### src/design/bsp_ram.sv
`default_nettype none
module bsp_ram #(
    parameter int W     = 16,
    parameter int DEPTH = 16,
    parameter int AW    = $clog2(DEPTH)
) (
    input  wire logic          aclk,
    input  wire logic          we,
    input  wire logic [AW-1:0] waddr,
    input  wire logic [W-1:0]  wdata,
    input  wire logic [AW-1:0] raddr,
    output logic      [W-1:0]  rdata
);

    logic [W-1:0] mem [DEPTH];

    always_ff @(posedge aclk) begin
        if (we) begin
            mem[waddr] <= wdata;
        end
        rdata <= mem[raddr];
    end

endmodule
`default_nettype wire

### config.mk
export PLATFORM = sky130hd
export DESIGN_NAME = bsp_ram
export DESIGN_NICKNAME = d
export VERILOG_FILES = /design/src/design/bsp_ram.sv
export SDC_FILE = /design/constraint.sdc
export NUM_CORES = 1
export LEC_CHECK = 0
export ABC_AREA = 1
export BUFFER_PORTS_ARGS = -buffer_cell sky130_fd_sc_hd__buf_2
export CAP_MARGIN = 30
export CORE_MARGIN = 8
export CORE_UTILIZATION = 45
export CTS_BUF_LIST = sky130_fd_sc_hd__clkbuf_2
export CTS_CLUSTER_DIAMETER = 120
export DETAILED_ROUTE_END_ITERATION = 10
export HOLD_SLACK_MARGIN = 0.05
export SYNTH_ARGS = -nofsm -noshare
export SYNTH_HDL_FRONTEND = slang
export SYNTH_SLANG_ARGS = --single-unit
### constraint.sdc
create_clock -name aclk -period 2.7 [get_ports aclk]
set_input_delay 0.81 -clock aclk [delete_from_list [all_inputs] [get_ports aclk]]
set_output_delay 0.81 -clock aclk [all_outputs]
set_load 0.005 [all_outputs]
-- Word-level counts from Yosys, hierarchy flattened
Memories as Yosys holds them, arrays and structs flattened. A register that Yosys moved wholly into a read port is not among the register bits.
Cells that the tools add are included.
- muxes and demuxes: 2
- operators by type and width (kind ; count):
    $mux 1 ; 2
- memory bits (writable): 256
- output and inout port bits: 16
- input bits: 26
- word-level logic and storage cells: 3
- memories: 1
- bits in registers: 0
- memories (name ; words ; width ; rd ports ; clocked after Yosys merged registers in ; wr ports ; line ; text):
    mem ; 16 ; 16 ; 1 ; 1 ; 1 ; 15 ; logic [W-1:0] mem [DEPTH];

-- Depth between registers and ports, before layout
- depth in word-level cells: 2
- depth in mapped cells: 9
- depth with buffers taken out: 7

-- Least setup slack after synthesis
No wires, ideal clock.
- path type: in2reg
- start: in waddr[2]
- end: mem mem[10][0] (enable)
- stages on the path: 2
- library setup time: 0.388 ns
- data required time: 2.312 ns
- path buffers: 0
- setup slack: 0.590 ns
- arrival time: 1.721 ns
- cells stage by stage: nand3b_1 -> nor2_1
- RTL lines (element ; line ; text):
    start: declaration ; 9 ; input wire logic [AW-1:0] waddr,
    end: declaration ; 15 ;
Straight into the memory's write port.

-- Worst setup path in the final report
- start: reg rdata[6], read port of mem
- end: out rdata[6]
- RTL lines (element ; line ; text):
    start: declaration ; 12 ; output logic [W-1:0] rdata
No word-level cell between the ends.

==> run summary <==
The flow ran to the end, and the final reports show no timing, DRC or antenna violations. The arrival time at the worst endpoint is 1340 ps. CTS placed an instance of clkbuf_2 at the clock tree root. The area of the mapped netlist is 11400 sq um. Setup repair after global routing left no endpoint under its margin. The die is 175 microns wide. The count of distinct cell types in the synthesized netlist came out at 13. The number of sinks driven by the clock tree came out at 272. The cell at the slowest stage of the critical path is dfxtp_1. In this run the post-CTS setup repair buffer count came out at 0.

The quantity of hold-fixing buffers added after cts is 0. The total met2 wirelength after detailed routing came out at 12.6 mm. The height of the die is 175 microns. The number of buffers created by CTS is 71.

The leakage component of the power is 5.66 nW. The clock latency on the worst-skew pair came out at 780 ps. In the synthesized netlist, the number of instances is 1074.

The signal on the critical path passes through buf_2. The min-delay analysis places its worst path in the category input pin to flop. Using the TritonRoute via totals, the vias-per-cell ratio works out to 4.86. In the final routed layout, each cell accounts on average for 17.3 microns.

At the end of the flow, the number of nets in the layout was 1207. The area of the placeable core is 25000 sq um. The initial utilization of the core area, before any placement, comes to 0.455. The required arrival time at the worst endpoint came out at 1890 ps. The number of cell rows came out at 58. The detailed router placed 7595 vias in this run. Clock-pin slew was measured on the worst setup and hold paths at 100 ps. The actual transition at the worst max-transition pin came out at 528 ps. The final cycle utilization of the critical path came out at 0.797.

The highest clock rate is 0.465 GHz. The die footprint came out at 30600 sq um. The startpoint type of the worst setup path is a flop. The uppermost metal layer occupied by signal nets is met5. The final global-route overflow total is 0.

The sum of net half-perimeters after detailed placement came out at 15.7 mm. The number of antenna-violating nets in the routed design is 0. The routed design has 27.1 mm of wire. The clock skew after layout is 33.2 ps. STA classifies the critical path endpoint as a primary output. The number of antenna violations at the first check in global routing is 3.

The length of routed wiring on met1 is 11.9 mm. The clock period minus worst slack came out at 2150 ps. The largest fanout of any net on the critical path is 1. The count of buffers added on input and output ports is 41. The number of maximum-capacitance violations is 0. The total of endpoints with negative setup slack in the final report is 0. TritonCTS built the clock tree. Across the VDD grid, the largest voltage drop is 229 uV. The peak per-stage delay on the critical path is 420 ps. The number of global-route vias before repair came out at 7590. The maximum buffer depth of the clock tree came out at 3. The power per cell area came out at 621 nW/um^2.

The global router's overall resource usage is 0.180. Pin placement for this block handled 42 I/O pins. The flop and latch count out of synthesis is 272.

The first global-routing pass estimated 42.4 mm of wire. The maximum number of pins on one net before global-route repair is 74. The number of optimization iterations in the first detailed-route pass came out at 5.

The total DRC errors in the routed layout is 0. The origin of the worst min-delay path is wdata[13]. CTS built an H-tree with a depth of 3. The number of buffer and inverter instances along the worst setup path is 1. The number of failing hold endpoints at the final stage is 0. The most critical setup path has its startpoint at rdata[6]. The total number of yosys warnings is 0. The part of the Yosys area used for sequential elements came out at 0.704. In this run, the number of DRC markers left after iteration 0 of detailed routing was 588. The startpoint of the worst-slack reg-to-reg timing path is mem[1][2]. After routing, the total negative slack on setup checks comes to 0 ps.

In the final layout, the share of cells above drive strength 1 is 0.170. The per-instance average area after synthesis is 10.6 sq um. The number of gates resized after cts is 0. The post-synthesis net count is 1100. The final weighted congestion in routability-driven placement is 0.812.

Compared with the post-synthesis result, the final layout area differs by 12.1%. The relative max-transition margin came out at 0.648. The post-route worst hold slack came out at 401 ps.

By startpoint and endpoint, the worst setup path is classified as flop to primary output. The final total power is 7.92 mW. Detailed routing placed a total of 1.97 mm of wire on met3. The count of final max-slew check failures is 0. Grouping stages by cell kind, the critical path spends the most delay in flip-flops.
-- cell usage in the layout (no fill, tap or decap) --
master    Yosys  final
edfxtp_1    256    256
nand3_1     193    193
buf_4        18     38
nor2_1       17      1
nand3b_1      2      2
inv_1       196    196
dfxtp_1      16     16
nor2_2        0     16
clkbuf_2      0    103
buf_2        19     40
inv_2         2      4
inv_4         0      1
clkinv_1      0     19
nand2_1     341    341
diode_2       0      1
buf_12        0      7
-- final cells by class --
class / instances / area, sq um
fillers: 2331 / 12300
flip-flops and latches: 272 / 8010
multi-input cells: 553 / 2360
inverters: 198 / 746
repair buffers: 85 / 626
clock buffers: 103 / 515
well taps: 330 / 413
clock inverters: 22 / 82.6
diodes: 1 / 2.50
-- metal layers --
metal / GRT usage / vias up
met4: 0.0816 / 4
met5: 0 / -
met3: 0.0430 / 50
met2: 0.279 / 260
li1: - / 3716
met1: 0.237 / 3565
-- cell families (layout without fill, tap and decap cells) --
| group | count (synthesis) | in the layout | synth area share |
|---|---|---|---|
| buffers and inverters | 249 | 408 | 0.0921 |
| AND/OR/NAND/NOR | 553 | 553 | 0.204 |
| flip-flops | 272 | 272 | 0.704 |
| other | 0 | 1 | 0 |
-- report_power, final --
group | internal [mW] | switching (mW) | leakage [nW]
Sequential | 4.71 | 0.0316 | 2.45
Clock | 1.02 | 1.60 | 0.470
Combinational | 0.173 | 0.387 | 2.74
Total | 5.90 | 2.02 | 5.66
-- stage by stage --
stage	area [sq um]	util	cells	setup WS (ps)
floorplan	11400	-	1074	590
global placement	12200	0.486	1438	514
detailed placement	12200	0.486	1438	506
CTS	12800	0.509	1563	487
global route	12800	0.510	1564	487
finish	12800	0.510	1564	548
-- worst paths after layout --
path | endpoint | slack (ps) | depth (start not counted)
hold reg to reg | rdata[9] | 660 | 6
hold / removal | mem[14][13] | 400 | 1
setup reg to reg | rdata[2] | 1710 | 6
setup / recovery | rdata[6] | 550 | 1
-- synthesized netlist by cell type (all sizes together) --
cell / n / share of area
edfxtp: 256 / 0.68
nor2: 17 / 0.0056
nand2: 341 / 0.11
nand3b: 2 / 0.0013
dfxtp: 16 / 0.028
nand3: 193 / 0.085
inv: 198 / 0.065
buf: 41 / 0.024
clkbuf: 10 / 0.0033
-- sequential cells by signal, indices dropped and copies added, names as in the netlist --
register and count:
rdata 16, mem 256
(Power assumes the default switching activity.)
