**src/design/bsp_pkg.sv**
```systemverilog
`default_nettype none
package bsp_pkg;

    localparam int MAX_POINTS_DEF = 16;
    localparam int MAX_DEGREE_DEF = 3;
    localparam int MAX_KNOTS_DEF  = 20;

    typedef enum logic [1:0] {
        FUNC_POINT = 2'd0,
        FUNC_KNOT  = 2'd1,
        FUNC_EVAL  = 2'd2
    } func_t;

    localparam logic REG_DEGREE     = 1'b0;
    localparam logic REG_NUM_POINTS = 1'b1;

    typedef logic signed [17:0] basis_t;

    localparam basis_t ONE_Q15 = 18'sd32768;
    localparam basis_t B_MAX   = 18'sd131071;
    localparam basis_t B_MIN   = -18'sd131072;

endpackage
`default_nettype wire

```
**src/design/bsp_div.sv**
```systemverilog
`default_nettype none
module bsp_div (
    input  wire logic                 aclk,
    input  wire logic                 aresetn,
    input  wire logic                 start,
    input  wire logic signed [16:0]   num,
    input  wire logic signed [16:0]   span,
    output logic                      done,
    output bsp_pkg::basis_t           quo
);
    import bsp_pkg::*;

    logic [15:0] rem_reg, rem_next;
    logic [15:0] den_reg;
    logic [31:0] quo_reg, quo_next;
    logic [4:0]  cnt_reg;
    logic        busy_reg, done_reg, neg_reg;
    logic [16:0] num_abs, span_abs, trial;
    logic        ge;

    assign num_abs  = num[16] ? 17'(-num) : num;
    assign span_abs = span[16] ? 17'(-span) : span;
    assign trial    = {rem_reg, quo_reg[31]};
    assign ge       = trial >= {1'b0, den_reg};
    assign rem_next = ge ? 16'(trial - {1'b0, den_reg}) : trial[15:0];
    assign quo_next = {quo_reg[30:0], ge};

    always_ff @(posedge aclk) begin
        if (!aresetn) begin
            busy_reg <= 1'b0;
            done_reg <= 1'b0;
            cnt_reg  <= '0;
        end else begin
            done_reg <= 1'b0;
            if (start) begin
                busy_reg <= 1'b1;
                cnt_reg  <= '0;
            end else if (busy_reg) begin
                cnt_reg <= cnt_reg + 5'd1;
                if (cnt_reg == 5'd31) begin
                    busy_reg <= 1'b0;
                    done_reg <= 1'b1;
                end
            end
        end
    end

    always_ff @(posedge aclk) begin
        if (start) begin
            rem_reg <= '0;
            quo_reg <= {1'b0, num_abs[15:0], 15'd0};
            den_reg <= (span == 17'sd0) ? 16'd32768 : span_abs[15:0];
            neg_reg <= num[16] ^ ((span != 17'sd0) && span[16]);
        end else if (busy_reg) begin
            rem_reg <= rem_next;
            quo_reg <= quo_next;
        end
    end

    always_comb begin
        if (neg_reg) begin
            quo = (quo_reg > 32'd131072) ? B_MIN : 18'(-$signed({1'b0, quo_reg[17:0]}));
        end else begin
            quo = (quo_reg > 32'd131071) ? B_MAX : $signed({1'b0, quo_reg[16:0]});
        end
    end

    assign done = done_reg;

    a_no_restart: assert property (@(posedge aclk) disable iff (!aresetn)
        start |-> !busy_reg) else $error("divider restarted while busy");
    a_done_after_busy: assert property (@(posedge aclk) disable iff (!aresetn)
        $rose(done_reg) |-> $past(busy_reg)) else $error("divider done without work");

endmodule
`default_nettype wire

```
**config.mk**
```make
export PLATFORM = sky130hd
export DESIGN_NAME = bsp_div
export DESIGN_NICKNAME = d
export VERILOG_FILES = /design/src/design/bsp_pkg.sv /design/src/design/bsp_div.sv
export SDC_FILE = /design/constraint.sdc
export NUM_CORES = 1
export LEC_CHECK = 0
export BUFFER_PORTS_ARGS = -buffer_cell sky130_fd_sc_hd__buf_2
export CORE_ASPECT_RATIO = 0.8
export CORE_UTILIZATION = 40
export CTS_CLUSTER_SIZE = 25
export DETAILED_ROUTE_END_ITERATION = 16
export PLACE_DENSITY = 0.57
export SLEW_MARGIN = 5
export SYNTH_ARGS = -nofsm -noshare
export SYNTH_HDL_FRONTEND = slang
export SYNTH_SLANG_ARGS = --single-unit
```
**constraint.sdc**
```tcl
create_clock -name aclk -period 3.9 [get_ports aclk]
set_input_delay 0.585 -clock aclk [delete_from_list [all_inputs] [get_ports aclk]]
set_output_delay 0.585 -clock aclk [all_outputs]
set_load 0.05 [all_outputs]
```
======== After elaboration in Yosys (flattened, before gate mapping) ========
Cells that the tools add are included.
operators by class
  add/subtract/negate cells ............... 5
  order comparisons ....................... 3
  eq/ne operators ......................... 1
  multiplexer cells ....................... 12
  bitwise operators ....................... 3
  reductions and logical operators ........ 6
operator list
  kind                                                   number
  2-to-1 mux 31 bit                                      2
  2-to-1 mux 16 bit                                      3
  2-to-1 mux 18 bit                                      2
  > comparator 32 x 17 -> 1 bit (second input constant)  1
  > comparator 32 x 18 -> 1 bit (second input constant)  1
  negator 16 bit                                         2
  negator 18 bit                                         1
  >= comparator 17 x 16 -> 1 bit                         1
  zero test 17 bit                                       1
  2-to-1 mux 17 bit                                      1
  nonzero test 17 bit                                    1
  subtractor 16 bit                                      1
  adder 5 x 1 -> 5 bit (second input constant)           1
  equality test 5 bit (second input constant)            1
  2-to-1 mux 1 bit                                       4
  OR reduction 3 bit                                     1
  NOT 1 bit                                              2
  nonzero test 2 bit                                     1
  OR reduction 2 bit                                     1
  logical AND 1 bit                                      1
  bitwise XOR 1 bit                                      1
storage, ports and cells
  register bits after elaboration ......... 72
  input port bits ......................... 37
  output and inout port bits .............. 19

======== Longest topological paths before layout ========
  depth in word-level cells ............... 4
  depth in mapped cells ................... 10
  gate-level depth less buffers ........... 9

======== Worst setup path before layout ========
No wires, ideal clock.
  path kind ............................... reg-to-output
  start ................................... reg quo_reg[9]
  end ..................................... out quo[15]
  data arrival time ....................... 3.361 ns
  data required time ...................... 3.315 ns
  path slack .............................. -0.046 ns
  stages on the path, launching flop included .. 9
  cells stage by stage .................... dfxtp_1 > clkbuf_1 > or3_1 > or4_1 > o41ai_1 > nand2b_1 > and2_1 > clkbuf_1 > a311oi_1
between the ends
  cells in the longest elaborated chain, start to end .. 3
RTL lines
  element                                                        RTL line                      source
  start: declaration                                             bsp_div.sv:15                 logic [31:0] quo_reg, quo_next;
  start signal: assignment                                       bsp_div.sv:51                 quo_reg <= {1'b0, num_abs[15:0], 15'd0};
  start signal: assignment                                       bsp_div.sv:56                 quo_reg <= quo_next;
  > comparator 32 x 17 -> 1 bit, or another cell as far along    bsp_div.sv:64                 quo = (quo_reg > 32'd131071) ? B_MAX : $signed({1'b0, quo_reg[16:0]});
  2-to-1 mux 17 bit / 2-to-1 mux 18 bit (equally long branches)  bsp_div.sv:64, bsp_div.sv:62
  2-to-1 mux 18 bit (*)                                          bsp_div.sv:61                 if (neg_reg) begin
  end: declaration                                               bsp_div.sv:9                  output bsp_pkg::basis_t quo
Mark *: on every way between the ends. The rest lies on a longest branch, timed or not.

======== Worst setup path in the final report ========
  start ................................... reg quo_reg[9]
  end ..................................... out quo[5]
between the ends
  cells in the longest elaborated chain, start to end .. 3
RTL lines
  element                                                                                RTL line
  > comparator 32 x 17 -> 1 bit / > comparator 32 x 18 -> 1 bit (equally long branches)  bsp_div.sv:64, bsp_div.sv:62
  2-to-1 mux 17 bit / 2-to-1 mux 18 bit (equally long branches)                          bsp_div.sv:64, bsp_div.sv:62
  2-to-1 mux 18 bit (*)                                                                  bsp_div.sv:61
Marks and branches as above.

==> impl_metrics.json <==
{
  "synthesis.area_per_instance_um2": 8.49,
  "synthFlopType": "sky130_fd_sc_hd__dfxtp_1",
  "grt_pass1_wl_um": 20600,
  "layout.cell_area.non_filler_mm2": 0.00568,
  "crit_chain": "or3_1 -> or4_1 -> o41ai_1 -> nand2b_1 -> and2_1 -> a311oi_1 -> buf_2",
  "timing.critical_path.to_type": "output pin",
  "worstMarginPinSlew_ns": 0.957,
  "reg2reg_from": "den_reg[11]$_SDFFCE_PN0P_",
  "cp_buf_inv_count": 1,
  "crit_path_start_kind": "flop",
  "post_cts_hold_buffer_count": 0,
  "fmax_mhz": 276,
  "p_comb_share_pct": 24.2,
  "yosys.cell_count.top_type": "sky130_fd_sc_hd__nor2_1",
  "pwr_density_cell_mw_per_mm2": 412,
  "crit_type": "flop to output pin",
  "total_switching_power_mw": 0.732,
  "finalCritPeriodShare_pct": 92.7,
  "total_clock_sinks": 72,
  "final.setup.tns_ns": 0,
  "grt_antenna_before_repair": 0,
  "first_pass_iters": 6,
  "post_cts_resized": 0,
  "crit_family": "simple AND/OR/NAND/NOR gates",
  "cts.path.max_buffers": 2,
  "clock_insertion_delay_worst_skew_ns": 0.34,
  "hold_path.startpoint": "aresetn",
  "critical-path-slowest-cell": "sky130_fd_sc_hd__or4_1",
  "wire_per_inst_um": 16.5,
  "library_cells_used_by_synthesis": 64,
  "switching_power_share_of_the_total_pct": 31.3,
  "first_global_vias": 4159,
  "finalWorstPathRequiredPeriod_ns": 3.62,
  "placement.cell_area_mm2": 0.00536,
  "clkSlewWorstSetupHoldPaths_ns": 0.05,
  "io_pins": 56,
  "die_y_um": 102,
  "post_synth_most_frequent_cells": "sky130_fd_sc_hd__nor2_1 (73), sky130_fd_sc_hd__nand2_1 (50), sky130_fd_sc_hd__dfxtp_1 (39), sky130_fd_sc_hd__a21oi_1 (33), sky130_fd_sc_hd__edfxtp_1 (33)",
  "core.rowCount": 36,
  "synth_enable_flop_cells": 33,
  "timing.critical_path.from": "quo_reg[9]$_SDFFE_PP0P_",
  "antenna_cells": 0,
  "run_status": "finished, final reports clean",
  "max_stage_delay_ns": 0.47,
  "async_flop_share_pct": 0,
  "timing.slew.headroom_pct": 35.9,
  "detail-route-antenna-nets": 0,
  "post_synth_inst_count": 588,
  "setup_viol_count_final": 0,
  "hold_path_class": "input port to flop",
  "rsz_0062_raised_after_global_routing": "false",
  "grt-ovfl-total": 0,
  "gr-usage-all-layers_pct": 20.5,
  "yosysTopAreaCell": "sky130_fd_sc_hd__edfxtp_1",
  "cp.arrival_ns": 3.03,
  "fin_skew_ns": 0.00666,
  "synthToLayoutAreaGrowth_pct": 13.8,
  "internal_power_mw": 1.61,
  "cts_root_buf": "sky130_fd_sc_hd__clkbuf_16",
  "synth_top_area_share_pct": 19.8,
  "h_tree_lvl_count": 3,
  "place.gp.congestion": 0.858,
  "cts_tree": "yes",
  "seqPwrFrac_pct": 37.5,
  "detail_route.drc_violations": 0,
  "cap_viol_max_count": 0,
  "final-max-slew-violation-count": 0,
  "hpwl_um": 9230,
  "cp_data_required_time_ns": 3.31,
  "detailroute.via_count": 4545,
  "pin_count_of_the_biggest_net_entering_global_routing": 44,
  "largest_reg_flops": 32,
  "yosys-top-cells-area": "sky130_fd_sc_hd__edfxtp_1 (20%), sky130_fd_sc_hd__dfxtp_1 (16%), sky130_fd_sc_hd__nor2_1 (5.5%)",
  "layout_cells_sized_above_1_pct": 13.2,
  "ir_worst_vdd_v": 0.000291,
  "port-buffer-count": 55,
  "detail_route.vias_per_cell": 5.80,
  "core_region_area_mm2": 0.0122,
  "worstPathMaxFanout": 11,
  "cts_inserted_buffers": 9,
  "post-cts-setup-buffers": 0,
  "netlist_area_mm2": 0.00499,
  "die_w_um": 127,
  "die_area_mm2": 0.0129,
  "power.static_leakage_nw": 2.27,
  "first_iter_violations": 407,
  "finalHoldViolations": 0,
  "post_synthesis_sequential_area_ratio_pct": 35.5,
  "r2r_slack_ns": 0.99,
  "initial_utilization_pct": 41.0,
  "totalWireLength_um": 12900,
  "nets": 685,
  "mappedNetlistNets": 647,
  "synth_seq_cells": 72,
  "clock_power_share_pct": 38.4,
  "synth-warning-count": 0
}
## layout make-up
class | count | area, µm²
clock inverter | 6 | 92.6
multi-input combinational | 454 | 2970
tap | 152 | 190
inverter | 28 | 105
clock buffer | 10 | 229
fill | 1207 | 6480
timing repair buffer | 61 | 320
sequential | 72 | 1770
## logic make-up (layout without fill, tap and decap cells)
logic type                 Yosys count  count (layout)  synth area share (%)
and+or+nand+nor                    213             213                  21.0
AOI/OAI and AO/OA                  160             160                  22.1
adders and majority gates           22              22                  5.66
muxes                               19              19                  3.83
DFF                                 72              72                  35.5
xor gates and xnor gates            40              40                  7.02
buffers and inverters               62             105                  4.99
## routing by layer
layer / share of wire (%) / wire [µm] / vias to the layer above / track usage [%]
li1: - / - / 2246 / -
met1: 52 / 6670 / 2182 / 29.2
met2: 43 / 5590 / 107 / 31.7
met3: 4.1 / 531 / 10 / 4.24
met4: 0.96 / 124 / 0 / 4.95
met5: 0 / 0 / - / 0
## power groups by stage
| stage | Sequential, mW | Clock [mW] | Combinational (mW) |
|---|---|---|---|
| after CTS | 0.877 | 0.913 | 0.564 |
| final | 0.877 | 0.898 | 0.566 |
| after detailed placement | 0.892 | 0 | 0.560 |
| after global routing | 0.882 | 0.948 | 0.617 |
| after global placement | 0.891 | 0 | 0.556 |
| after floorplan | 0.882 | 0 | 0.430 |
## path summary, 6_finish.rpt
path                               to  depth (start not counted)
max reg2reg   rem_reg[7]$_SDFFE_PP0P_                          8
max                            quo[5]                          7
min               busy_reg$_SDFF_PN0_                          2
min reg2reg  rem_reg[12]$_SDFFE_PP0P_                          1
## layout by cell type, fill, tap and decap left out, types with 6 or more instances in the layout
master,synthesis,routed
sky130_fd_sc_hd__nor2_1,73,73
sky130_fd_sc_hd__buf_2,4,55
sky130_fd_sc_hd__nand2_1,50,50
sky130_fd_sc_hd__dfxtp_1,39,38
sky130_fd_sc_hd__a21oi_1,33,33
sky130_fd_sc_hd__edfxtp_1,33,33
sky130_fd_sc_hd__xnor2_1,31,31
sky130_fd_sc_hd__inv_1,28,28
sky130_fd_sc_hd__o21ai_0,22,22
sky130_fd_sc_hd__ha_1,21,21
sky130_fd_sc_hd__mux2i_1,18,18
sky130_fd_sc_hd__a22o_1,13,13
sky130_fd_sc_hd__nand3_1,12,12
sky130_fd_sc_hd__o31ai_1,12,12
sky130_fd_sc_hd__nor3_1,12,12
sky130_fd_sc_hd__nand2b_1,11,11
sky130_fd_sc_hd__xor2_1,9,9
sky130_fd_sc_hd__nand4_1,9,9
sky130_fd_sc_hd__clkbuf_16,0,9
sky130_fd_sc_hd__nor4_1,8,8
sky130_fd_sc_hd__a311oi_1,8,8
sky130_fd_sc_hd__a211oi_1,8,8
sky130_fd_sc_hd__or4_1,7,7
sky130_fd_sc_hd__nand3b_1,7,7
sky130_fd_sc_hd__a21o_1,7,7
sky130_fd_sc_hd__o22ai_1,7,7
sky130_fd_sc_hd__or3_1,6,6
sky130_fd_sc_hd__o21ai_1,6,6
sky130_fd_sc_hd__a31oi_1,6,6
sky130_fd_sc_hd__o21a_1,6,6
sky130_fd_sc_hd__o211ai_1,6,6
sky130_fd_sc_hd__buf_4,1,6
## per-stage QoR
step	hold WS [ns]	util, %	std cells	setup WS [ns]	total power [mW]
floorplan	0.454	-	588	-0.0463	1.31
global placement	0.480	44.1	767	0.722	1.45
detailed placement	0.493	44.1	767	0.649	1.45
CTS	0.473	46.7	783	0.280	2.35
global route	0.465	46.7	783	0.0735	2.45
finish	0.475	46.7	783	0.283	2.34
No activity file was read; power rests on OpenSTA's default activity.
